### src/design/cqm_pkg.sv
`timescale 1ns / 1ps
// ----------------------------------------------------------------------------
// cqm_pkg
// Shared constants and codes for the circular queue with modify.
// ----------------------------------------------------------------------------
package cqm_pkg;

    localparam int QUEUE_DEPTH = 16;

    localparam int IDX_W  = (QUEUE_DEPTH > 1) ? $clog2(QUEUE_DEPTH) : 1;
    localparam int CNT_W  = $clog2(QUEUE_DEPTH + 1);
    localparam int POS_W  = 4;
    localparam int DATA_W = 32;

    // Width for head + position and for position vs. occupancy compares
    localparam int SUM_W  = ((IDX_W > POS_W) ? IDX_W : POS_W) + 1;
    localparam int CMP_W  = (CNT_W > POS_W) ? CNT_W : POS_W;

    typedef logic [1:0]        t_mode;
    typedef logic [1:0]        t_status;
    typedef logic [IDX_W-1:0]  t_idx;
    typedef logic [CNT_W-1:0]  t_cnt;

    localparam t_mode MODE_INSERT  = 2'd0;
    localparam t_mode MODE_DELETE  = 2'd1;
    localparam t_mode MODE_DISPLAY = 2'd2;
    localparam t_mode MODE_MODIFY  = 2'd3;

    localparam t_status ST_OK     = 2'd0;
    localparam t_status ST_FULL   = 2'd1;
    localparam t_status ST_EMPTY  = 2'd2;
    localparam t_status ST_BADPOS = 2'd3;

    // Advance a slot index with wraparound at the queue depth
    function automatic t_idx next_slot(input t_idx slot);
        t_idx res;
        if (slot == t_idx'(QUEUE_DEPTH - 1)) begin
            res = '0;
        end else begin
            res = slot + t_idx'(1);
        end
        return res;
    endfunction

endpackage

### src/design/circular_queue_with_modify.sv
`timescale 1ns / 1ps
// ----------------------------------------------------------------------------
// circular_queue_with_modify
// Fixed-depth circular FIFO of signed words with insert, delete, display
// and modify-at-position commands, each answered by status-tagged beats.
// ----------------------------------------------------------------------------
// One command beat comes in on i_valid/o_ready; result beats leave on
// o_valid/i_ready through a one-entry output register, and o_last marks the
// final beat of each command. Words live in a single synchronous memory of
// QUEUE_DEPTH entries with a registered read. Insert and every error case
// (full, empty, bad position) answer in the cycle after the command beat.
// Delete and modify first issue the memory read in the command cycle
// (modify writes the new word in the same cycle and gets the old one back),
// then the busy state moves the read word into the output register once it
// is free. Display emits one stored word per cycle while the output side
// does not stall, head first; the memory read port paces it. The block
// works on one command at a time: o_ready is high only while no command is
// in flight and the output register is free or being drained in that cycle.
// ----------------------------------------------------------------------------
module circular_queue_with_modify
    import cqm_pkg::*;
(
    input  logic                     i_clk,
    input  logic                     i_rst_n,
    // Command channel
    input  logic                     i_valid,
    output logic                     o_ready,
    input  logic [1:0]               i_mode,
    input  logic signed [DATA_W-1:0] i_value,
    input  logic [POS_W-1:0]         i_position,
    // Result channel
    output logic                     o_valid,
    input  logic                     i_ready,
    output logic [1:0]               o_status,
    output logic signed [DATA_W-1:0] o_data,
    output logic                     o_last
);

    localparam logic S_IDLE = 1'b0;
    localparam logic S_BUSY = 1'b1;

    // Word storage, contents undefined until written
    logic [DATA_W-1:0] r_mem [QUEUE_DEPTH];
    logic [DATA_W-1:0] r_rd_data;

    // Control state
    logic    r_state, n_state;
    t_idx    r_head, n_head;
    t_idx    r_tail, n_tail;
    t_cnt    r_occ, n_occ;
    t_idx    r_slot, n_slot;      // next slot to read during display
    t_cnt    r_left, n_left;      // words still to emit, current one included

    // Output register
    logic              r_out_valid;
    t_status           r_out_status;
    logic [DATA_W-1:0] r_out_data;
    logic              r_out_last;

    // Memory port controls
    logic              mem_we;
    t_idx              mem_wa;
    logic [DATA_W-1:0] mem_wd;
    logic              rd_en;
    t_idx              rd_addr;

    // Output load controls
    logic              load_out;
    t_status           ld_status;
    logic [DATA_W-1:0] ld_data;
    logic              ld_last;

    logic              out_free;
    logic              accept;
    logic              q_full;
    logic              q_empty;
    logic [SUM_W-1:0]  pos_sum;
    logic [SUM_W-1:0]  pos_wrap;
    t_idx              mod_slot;
    logic              pos_bad;

    assign out_free = !r_out_valid || i_ready;
    assign o_ready  = (r_state == S_IDLE) && out_free;
    assign accept   = i_valid && o_ready;

    assign q_full  = (r_occ == t_cnt'(QUEUE_DEPTH));
    assign q_empty = (r_occ == '0);

    // Logical position to physical slot; head + position stays below twice
    // the depth whenever the position is in range, so one subtract suffices
    assign pos_sum  = SUM_W'(r_head) + SUM_W'(i_position);
    assign pos_wrap = (pos_sum >= SUM_W'(QUEUE_DEPTH)) ?
                      (pos_sum - SUM_W'(QUEUE_DEPTH)) : pos_sum;
    assign mod_slot = pos_wrap[IDX_W-1:0];
    assign pos_bad  = (CMP_W'(i_position) >= CMP_W'(r_occ));

    always_comb begin
        n_state   = r_state;
        n_head    = r_head;
        n_tail    = r_tail;
        n_occ     = r_occ;
        n_slot    = r_slot;
        n_left    = r_left;
        mem_we    = 1'b0;
        mem_wa    = r_tail;
        mem_wd    = i_value;
        rd_en     = 1'b0;
        rd_addr   = r_head;
        load_out  = 1'b0;
        ld_status = ST_OK;
        ld_data   = '0;
        ld_last   = 1'b1;

        unique case (r_state)
            S_IDLE: begin
                if (accept) begin
                    unique case (i_mode)
                        MODE_INSERT: begin
                            load_out = 1'b1;
                            if (q_full) begin
                                ld_status = ST_FULL;
                            end else begin
                                mem_we = 1'b1;
                                n_tail = next_slot(r_tail);
                                n_occ  = r_occ + t_cnt'(1);
                            end
                        end
                        MODE_DELETE: begin
                            if (q_empty) begin
                                load_out  = 1'b1;
                                ld_status = ST_EMPTY;
                            end else begin
                                rd_en   = 1'b1;
                                n_head  = next_slot(r_head);
                                n_occ   = r_occ - t_cnt'(1);
                                n_left  = t_cnt'(1);
                                n_state = S_BUSY;
                            end
                        end
                        MODE_DISPLAY: begin
                            if (q_empty) begin
                                load_out  = 1'b1;
                                ld_status = ST_EMPTY;
                            end else begin
                                rd_en   = 1'b1;
                                n_slot  = next_slot(r_head);
                                n_left  = r_occ;
                                n_state = S_BUSY;
                            end
                        end
                        MODE_MODIFY: begin
                            if (q_empty) begin
                                load_out  = 1'b1;
                                ld_status = ST_EMPTY;
                            end else if (pos_bad) begin
                                load_out  = 1'b1;
                                ld_status = ST_BADPOS;
                            end else begin
                                // Read-first port returns the old word
                                rd_en   = 1'b1;
                                rd_addr = mod_slot;
                                mem_we  = 1'b1;
                                mem_wa  = mod_slot;
                                n_left  = t_cnt'(1);
                                n_state = S_BUSY;
                            end
                        end
                        default: begin
                            load_out = 1'b0;
                        end
                    endcase
                end
            end
            S_BUSY: begin
                // Hand the read word over, then fetch the next one if any
                if (out_free) begin
                    load_out = 1'b1;
                    ld_data  = r_rd_data;
                    ld_last  = (r_left == t_cnt'(1));
                    if (r_left == t_cnt'(1)) begin
                        n_state = S_IDLE;
                    end else begin
                        rd_en   = 1'b1;
                        rd_addr = r_slot;
                        n_slot  = next_slot(r_slot);
                        n_left  = r_left - t_cnt'(1);
                    end
                end
            end
            default: begin
                n_state = S_IDLE;
            end
        endcase
    end

    // Storage and its registered read port
    always_ff @(posedge i_clk) begin
        if (mem_we) begin
            r_mem[mem_wa] <= mem_wd;
        end
        if (rd_en) begin
            r_rd_data <= r_mem[rd_addr];
        end
    end

    always_ff @(posedge i_clk) begin
        if (!i_rst_n) begin
            r_state     <= S_IDLE;
            r_head      <= '0;
            r_tail      <= '0;
            r_occ       <= '0;
            r_slot      <= '0;
            r_left      <= '0;
            r_out_valid <= 1'b0;
        end else begin
            r_state <= n_state;
            r_head  <= n_head;
            r_tail  <= n_tail;
            r_occ   <= n_occ;
            r_slot  <= n_slot;
            r_left  <= n_left;
            // Hold the beat until taken, drop it once the sink takes it
            if (load_out) begin
                r_out_valid <= 1'b1;
            end else if (i_ready) begin
                r_out_valid <= 1'b0;
            end
        end
    end

    // Result payload, no reset needed
    always_ff @(posedge i_clk) begin
        if (load_out) begin
            r_out_status <= ld_status;
            r_out_data   <= ld_data;
            r_out_last   <= ld_last;
        end
    end

    assign o_valid  = r_out_valid;
    assign o_status = r_out_status;
    assign o_data   = r_out_data;
    assign o_last   = r_out_last;

endmodule

### config.mk
export PLATFORM = sky130hd
export DESIGN_NAME = circular_queue_with_modify
export DESIGN_NICKNAME = d
export VERILOG_FILES = /design/src/design/cqm_pkg.sv /design/src/design/circular_queue_with_modify.sv
export SDC_FILE = /design/constraint.sdc
export NUM_CORES = 1
export LEC_CHECK = 0
export ABC_AREA = 0
export BUFFER_PORTS_ARGS = -buffer_cell sky130_fd_sc_hd__buf_2
export CAP_MARGIN = 20
export CORE_ASPECT_RATIO = 1.1
export CORE_MARGIN = 8
export CORE_UTILIZATION = 50
export CTS_CLUSTER_SIZE = 20
export DETAILED_ROUTE_END_ITERATION = 7
export GPL_TIMING_DRIVEN = 0
export PLACE_DENSITY = 0.66
export SYNTH_ARGS = -nofsm -noshare
export SYNTH_HDL_FRONTEND = slang
export SYNTH_SLANG_ARGS = --single-unit
### constraint.sdc
create_clock -name i_clk -period 8.6 [get_ports i_clk]
set_input_delay 1.72 -clock i_clk [delete_from_list [all_inputs] [get_ports i_clk]]
set_output_delay 1.72 -clock i_clk [all_outputs]
set_load 0.005 [all_outputs]
=== After elaboration in Yosys (flattened, before gate mapping) ===
Memory sizes are Yosys's and may differ from the RTL's. A register that Yosys moved wholly into a read port is not among the register bits.
Index checks and enable logic that the tools add are counted.

* RAM bits: 512
* Input port bits: 42
* Word-level logic and storage cells: 125
* Memories: 1
* Bits in registers: 59
* Output and inout port bits: 37

{| class="wikitable"
|+ Memory list
! memory !! words !! width !! read ports !! clocked after Yosys merged registers in !! wr ports !! line !! RTL
|-
| r_mem || 16 || 32 || 1 || 1 || 1 || circular_queue_with_modify.sv:43 || <nowiki>logic [DATA_W-1:0] r_mem [QUEUE_DEPTH];</nowiki>
|}

* Bitwise operators: 4
* $lt $le $gt $ge: 2
* $add $sub $neg: 8
* Multiplexer cells: 64
* Equal/unequal tests: 20
* Reduce and logical (&&, ||, !) cells: 16

{| class="wikitable"
|+ Operators by type and width
! operator !! count
|-
| two-way mux 4 bit || 20
|-
| two-way mux 5 bit || 9
|-
| two-way mux 1 bit || 20
|-
| one-hot mux 5 bit (2 select lines) || 2
|-
| one-hot mux 4 bit (2 select lines) || 2
|-
| one-hot mux 5 bit (3 select lines) || 1
|-
| adder 4 x 1 -> 4 bit (second input constant) || 3
|-
| == test 4 bit (second input constant) || 3
|-
| != test 3 bit (second input constant) || 4
|-
| != test 2 bit (second input constant) || 5
|-
| one-hot mux 1 bit (2 select lines) || 5
|-
| AND reduction 5 bit || 2
|-
| subtractor 5 x 1 -> 5 bit (second input constant) || 2
|-
| AND reduction 4 bit || 2
|-
| AND reduction 8 bit || 1
|-
| two-way mux 2 bit || 3
|-
| one-hot mux 2 bit (3 select lines) || 1
|-
| adder 4 x 4 -> 5 bit || 1
|-
| adder 5 x 1 -> 5 bit (second input constant) || 1
|-
| == test 5 x 1 -> 1 bit (second input constant) || 1
|-
| == test 5 bit (second input constant) || 1
|-
| >= comparator 4 x 5 -> 1 bit || 1
|-
| >= comparator 5 bit (second input constant) || 1
|-
| zero test 5 bit || 1
|-
| 14 further kinds || 22
|}

=== Longest topological paths before layout ===
* Depth in word-level cells: 8
* Depth in mapped cells: 14
* Depth with buffers taken out: 11

=== Worst setup path after synthesis ===
No wires, ideal clock.

* Path kind: input port to flip-flop
* Start: input port i_position[0]
* End: memory r_mem[2][0], enable pin
* Data required time: 8.179 ns
* Arrival: 4.717 ns
* Path buffers: 1
* Path slack: 3.462 ns
* Stages: 11
* Library setup time: 0.421 ns
* Cell sequence: inv_1 > ha_1 > nand2b_1 > a2111oi_4 > o21bai_4 > buf_6 > nor2_2 > a31oi_1 > nor2_1 > nand2_1 > nor2_1

* Longest elaborated chain between the ends: 8
* Elaborated cells between the ends (all ways): 17
* Classes of those cells: add/sub: 2; order compare: 2; mux: 13

{| class="wikitable"
|+ Ends and longest elaborated chain
! item !! line !! RTL
|-
| start, declared || circular_queue_with_modify.sv:30 || <nowiki>input logic [POS_W-1:0] i_position,</nowiki>
|-
| adder 4 x 4 -> 5 bit or >= comparator 4 x 5 -> 1 bit (tied branches) || circular_queue_with_modify.sv:91, circular_queue_with_modify.sv:95 ||
|-
| subtractor 4 x 1 -> 4 bit (tied with other cells) || circular_queue_with_modify.sv:93 || <nowiki>(pos_sum - SUM_W'(QUEUE_DEPTH)) : pos_sum;</nowiki>
|-
| two-way mux 4 bit or two-way mux 1 bit (tied branches) || circular_queue_with_modify.sv:92, circular_queue_with_modify.sv:152 ||
|-
| two-way mux 4 bit or one-hot mux 1 bit (2 select lines) (tied branches) || circular_queue_with_modify.sv:155, circular_queue_with_modify.sv:117 ||
|-
| two-way mux 4 bit or two-way mux 1 bit (tied branches) || circular_queue_with_modify.sv:152, circular_queue_with_modify.sv:116 ||
|-
| two-way mux 4 bit or two-way mux 1 bit (tied branches) || circular_queue_with_modify.sv:117, circular_queue_with_modify.sv:114 ||
|-
| two-way mux 4 bit or two-way mux 1 bit (tied branches) || circular_queue_with_modify.sv:116, circular_queue_with_modify.sv:198 ||
|-
| two-way mux 4 bit or two-way mux 1 bit (tied branches) || circular_queue_with_modify.sv:114, circular_queue_with_modify.sv:199 ||
|-
| end, declared || circular_queue_with_modify.sv:43 ||
|}

Parallel ways exist; a longest one is shown, timed or not.

=== Worst setup path in the final report ===
* Start: input port i_ready
* End: memory r_mem[9][8], enable pin

* Longest elaborated chain between the ends: 7
* Elaborated cells between the ends (all ways): 9
* Classes of those cells: mux: 6; reduce/logical: 3

{| class="wikitable"
|+ Ends and longest elaborated chain
! item !! line !! RTL
|-
| start, declared || circular_queue_with_modify.sv:33 || <nowiki>input logic i_ready,</nowiki>
|-
| logical OR 1 bit (*) || circular_queue_with_modify.sv:82 || <nowiki>assign out_free = !r_out_valid || i_ready;</nowiki>
|-
| logical AND 1 bit (*) || circular_queue_with_modify.sv:83 || <nowiki>assign o_ready = (r_state == S_IDLE) && out_free;</nowiki>
|-
| logical AND 1 bit (*) || circular_queue_with_modify.sv:84 || <nowiki>assign accept = i_valid && o_ready;</nowiki>
|-
| two-way mux 1 bit || circular_queue_with_modify.sv:116 || <nowiki>if (accept) begin</nowiki>
|-
| two-way mux 1 bit || circular_queue_with_modify.sv:114 || <nowiki>unique case (r_state)</nowiki>
|-
| two-way mux 1 bit || circular_queue_with_modify.sv:198 || <nowiki>if (mem_we) begin</nowiki>
|-
| two-way mux 1 bit (not written as such) || circular_queue_with_modify.sv:199 || <nowiki>r_mem[mem_wa] <= mem_wd;</nowiki>
|}

Every way passes the cells marked *; elsewhere a longest branch is shown, timed or not.

==> metrics.md <==
| Metric | Value |
|---|---|
| Vias in the first global route | `approximately 14000` |
| Psw | `1.37 mW` |
| Leading area contributor after synthesis | `edfxtp_1` |
| Vias per inst | `roughly 6` |
| Netlist Area Pre-Place | `23900 sq um` |
| Mapped Avg Cell Area | `15.8 sq um` |
| I/O Buffers | `78` |
| Final setup violating endpoints | `0` |
| ANT nets after route | `0` |
| Core box area | `~48000 sq um` |
| Post-route cell area | `27600 sq um` |
| Yosys top cell area share | `between 70% and 80%` |
| Congestion Overflow GR | `0` |
| Util after Layout | `58.1%` |
| Area of placed instances | `25700 sq um` |
| Skew final | `0.0255 ns` |
| CP required | `8.92 ns` |
| Final Hold Viols | `0` |
| Nets@finish | `1729` |
| Die Wd | `roughly 220 um` |
| Internal power | `between 4 and 5 mW` |
| Largest net degree at the start of global routing | `27` |
| Post-CTS setup buffer count | `0` |
| CTS tree | `done` |
| P&R area growth vs syn | `15.5%` |
| Final WL | `58700 um` |
| Net Sw Frac | `21.8%` |
| Cell count after synthesis | `1509` |
| Status | `finished, final reports clean` |
| CTS H-tree lvls | `2` |
| Post_cts resized | `0` |
| Final RePlAce weighted congestion | `0.822` |
| Top cells by count, synth | `579 x edfxtp_1, 285 x nand2_1, 135 x mux2i_1` |
| Worst endpoint data arrival time | `5.50 ns` |
| Pwr/cell area | `about 230 nW/um^2` |
| CP most frequent cell | `nand2_1` |
| CP max stage delay | `1.00 ns` |
| Shortest period the worst path allows | `5.18 ns` |
| Clk slew on worst S/H paths | `0.06 ns` |
| First-pass GRT wire length | `87200 um` |
| Seq/Total Area, Yosys | `74.7%` |
| Slew HR | `25.7%` |
| Cts bufs inserted | `57` |
| Crit path kind | `input port to register` |
| Post-synth EDFFs | `579` |
| Total GRT Usage | `21.1%` |
| Maximum clock rate | `193 MHz` |
| Tcrit/Tclk final | `between 60% and 70%` |
| Via count | `13900` |
| DRT Pass-1 Iters | `6` |
| Leakage | `~10 nW` |
| CTS max path bufs | `3` |
| Initial drt markers | `between 1000 and 1500` |
| Starting Density | `50.3%` |
| Unrepaired setup endpoints after global routing | `no` |
| Overall Power | `6.30 mW` |
| Max-Cap Viols | `0` |
| HP Class | `register to register` |
| Die area | `55100 sq um` |
| DP HPWL | `~37000 um` |
| Worst skew pair latency | `between 0.6 and 0.7 ns` |
| Residual DRC | `0` |
| Top-count cell post-synth | `edfxtp_1` |
| Worst vdd ir | `173 uV` |
| Cell Chain, Critical Path | `buf_2 -> nand2b_1 -> nand2_1 -> a211oi_1 -> nand2_1 -> o22a_1 -> nor2_1 -> nand2_1 -> nor2_4 -> buf_16` |
| Worst-Margin Slew | `about 1.1 ns` |
| Crit Path Max Fanout | `22` |
| Asr flop ratio synth | `0%` |
| Dominant synthesized flop cell | `edfxtp_1` |
| Initial antenna violation count | `3` |
| Library cells used by synthesis | `60` |
| # rows | `84` |
| Syn nets | `between 1500 and 2000` |
| IO Pins | `79` |
| Routed length per placed instance | `roughly 25 um` |
| Worst Setup End Kind | `register` |
| Share of cells above drive strength 1 | `between 15 and 20%` |
| Slowest-stage cell, CP | `a211oi_1` |
| Hold-fix buffers, CTS | `0` |
| Pins Over Slew Limit | `0` |
| Setup TNS | `0 ns` |
| CP Launch Type | `input port` |
| Logic gate share of total power | `under 10%` |
| Sequential group share of total power | `52.4%` |
| Die H | `245 um` |
| Flops & latches, synth | `603` |
| CTS root buf | `clkbuf_16` |
| Clock Power Share | `roughly 40%` |
| Clock sinks | `603` |
| Largest cells by area after synthesis | `edfxtp_1 73%, mux2i_1 5.7%, a32oi_1 4.7%` |
| Synth warn | `0` |
==> metrics by stage <==
step / std cells / hold slack [ns] / setup slack [ns]
after global routing: 2355 / 0.561 / 3.37
final: 2355 / 0.548 / 3.42
after floorplan: 1509 / 0.521 / 3.46
after detailed placement: 2251 / 0.535 / 2.92
after global placement: 2232 / 0.532 / 1.01
after CTS: 2354 / 0.546 / 3.56
==> cell families after synthesis <==
| family | Yosys count | share of synthesized area, % |
|---|---|---|
| AO/OA/AOI/OAI | 206 | 7.38 |
| XOR/XNOR | 11 | 0.403 |
| adder cells (fa/ha/maj) | 22 | 1.21 |
| buffers and inverters | 103 | 2.09 |
| flip-flops | 603 | 74.7 |
| multiplexers | 136 | 5.70 |
| AND/OR/NAND/NOR | 428 | 8.49 |
==> cell type report <==
cell class	count	area, sq um
timing repair buffer	97	846
tap	645	807
sequential	603	17900
inverter	19	71.3
clock buffer	70	1500
fill	3650	19900
antenna	1	2.50
buffer	84	429
clock inverter	33	415
multi-input combinational	803	5680
==> per-layer routing <==
metal | share of wire [%] | routed length [um] | GRT usage [%]
met3 | 7.5 | 4410 | 4.01
met1 | 40 | 23600 | 27.2
met5 | 0.32 | 190 | 2.15
met4 | 2.9 | 1710 | 7.87
met2 | 49 | 28800 | 35.3
==> critical path: cells and delay by family <==
family          cells  cell delay (ns)
compound gates      2             1.21
simple gates        6             2.21
buf+inv             2             0.32
==> layout by cell type (no fill, tap or decap), types with 20 or more instances in the layout <==
cell type  netlist  final
dfxtp_1         24     24
edfxtp_1       579    579
nand2_1        285    284
and3_1          32     32
buf_2           43    121
clkbuf_16        0     58
mux2i_1        135    135
ha_1            20     20
clkbuf_1        27     39
a32oi_1        128    128
and4_1          32     32
==> flip-flops by register name, summed over array words and instances (netlist names), 2 cells and up <==
name	count
r_mem	512
o_data	32
r_rd_data	32
r_left	5
r_occ	5
r_head	4
r_slot	4
r_tail	4
o_status	2
==> worst paths after layout <==
| path | end | cells past startpoint | from | slack, ns |
|---|---|---|---|---|
| min reg2reg | o_data[30]$_SDFFCE_PN0P_ | 1 | r_rd_data[30]$_DFFE_PP_ | 0.55 |
| max reg2reg | r_mem[9][8]$_DFFE_PP_ | 9 | o_valid$_SDFFE_PN0P_ | 4.33 |
| min | o_data[30]$_SDFFCE_PN0P_ | 1 | r_rd_data[30]$_DFFE_PP_ | 0.55 |
| max | r_mem[9][8]$_DFFE_PP_ | 10 | i_ready | 3.42 |
==> power by group through the flow <==
stage	logic, mW	registers, mW	clock network (mW)
after detailed placement	0.419	3.36	0
after global placement	0.388	3.37	0
after CTS	0.421	3.30	2.61
after floorplan	0.222	3.36	0
after global routing	0.452	3.30	2.73
final	0.417	3.30	2.58
(Power assumes the default switching activity.)
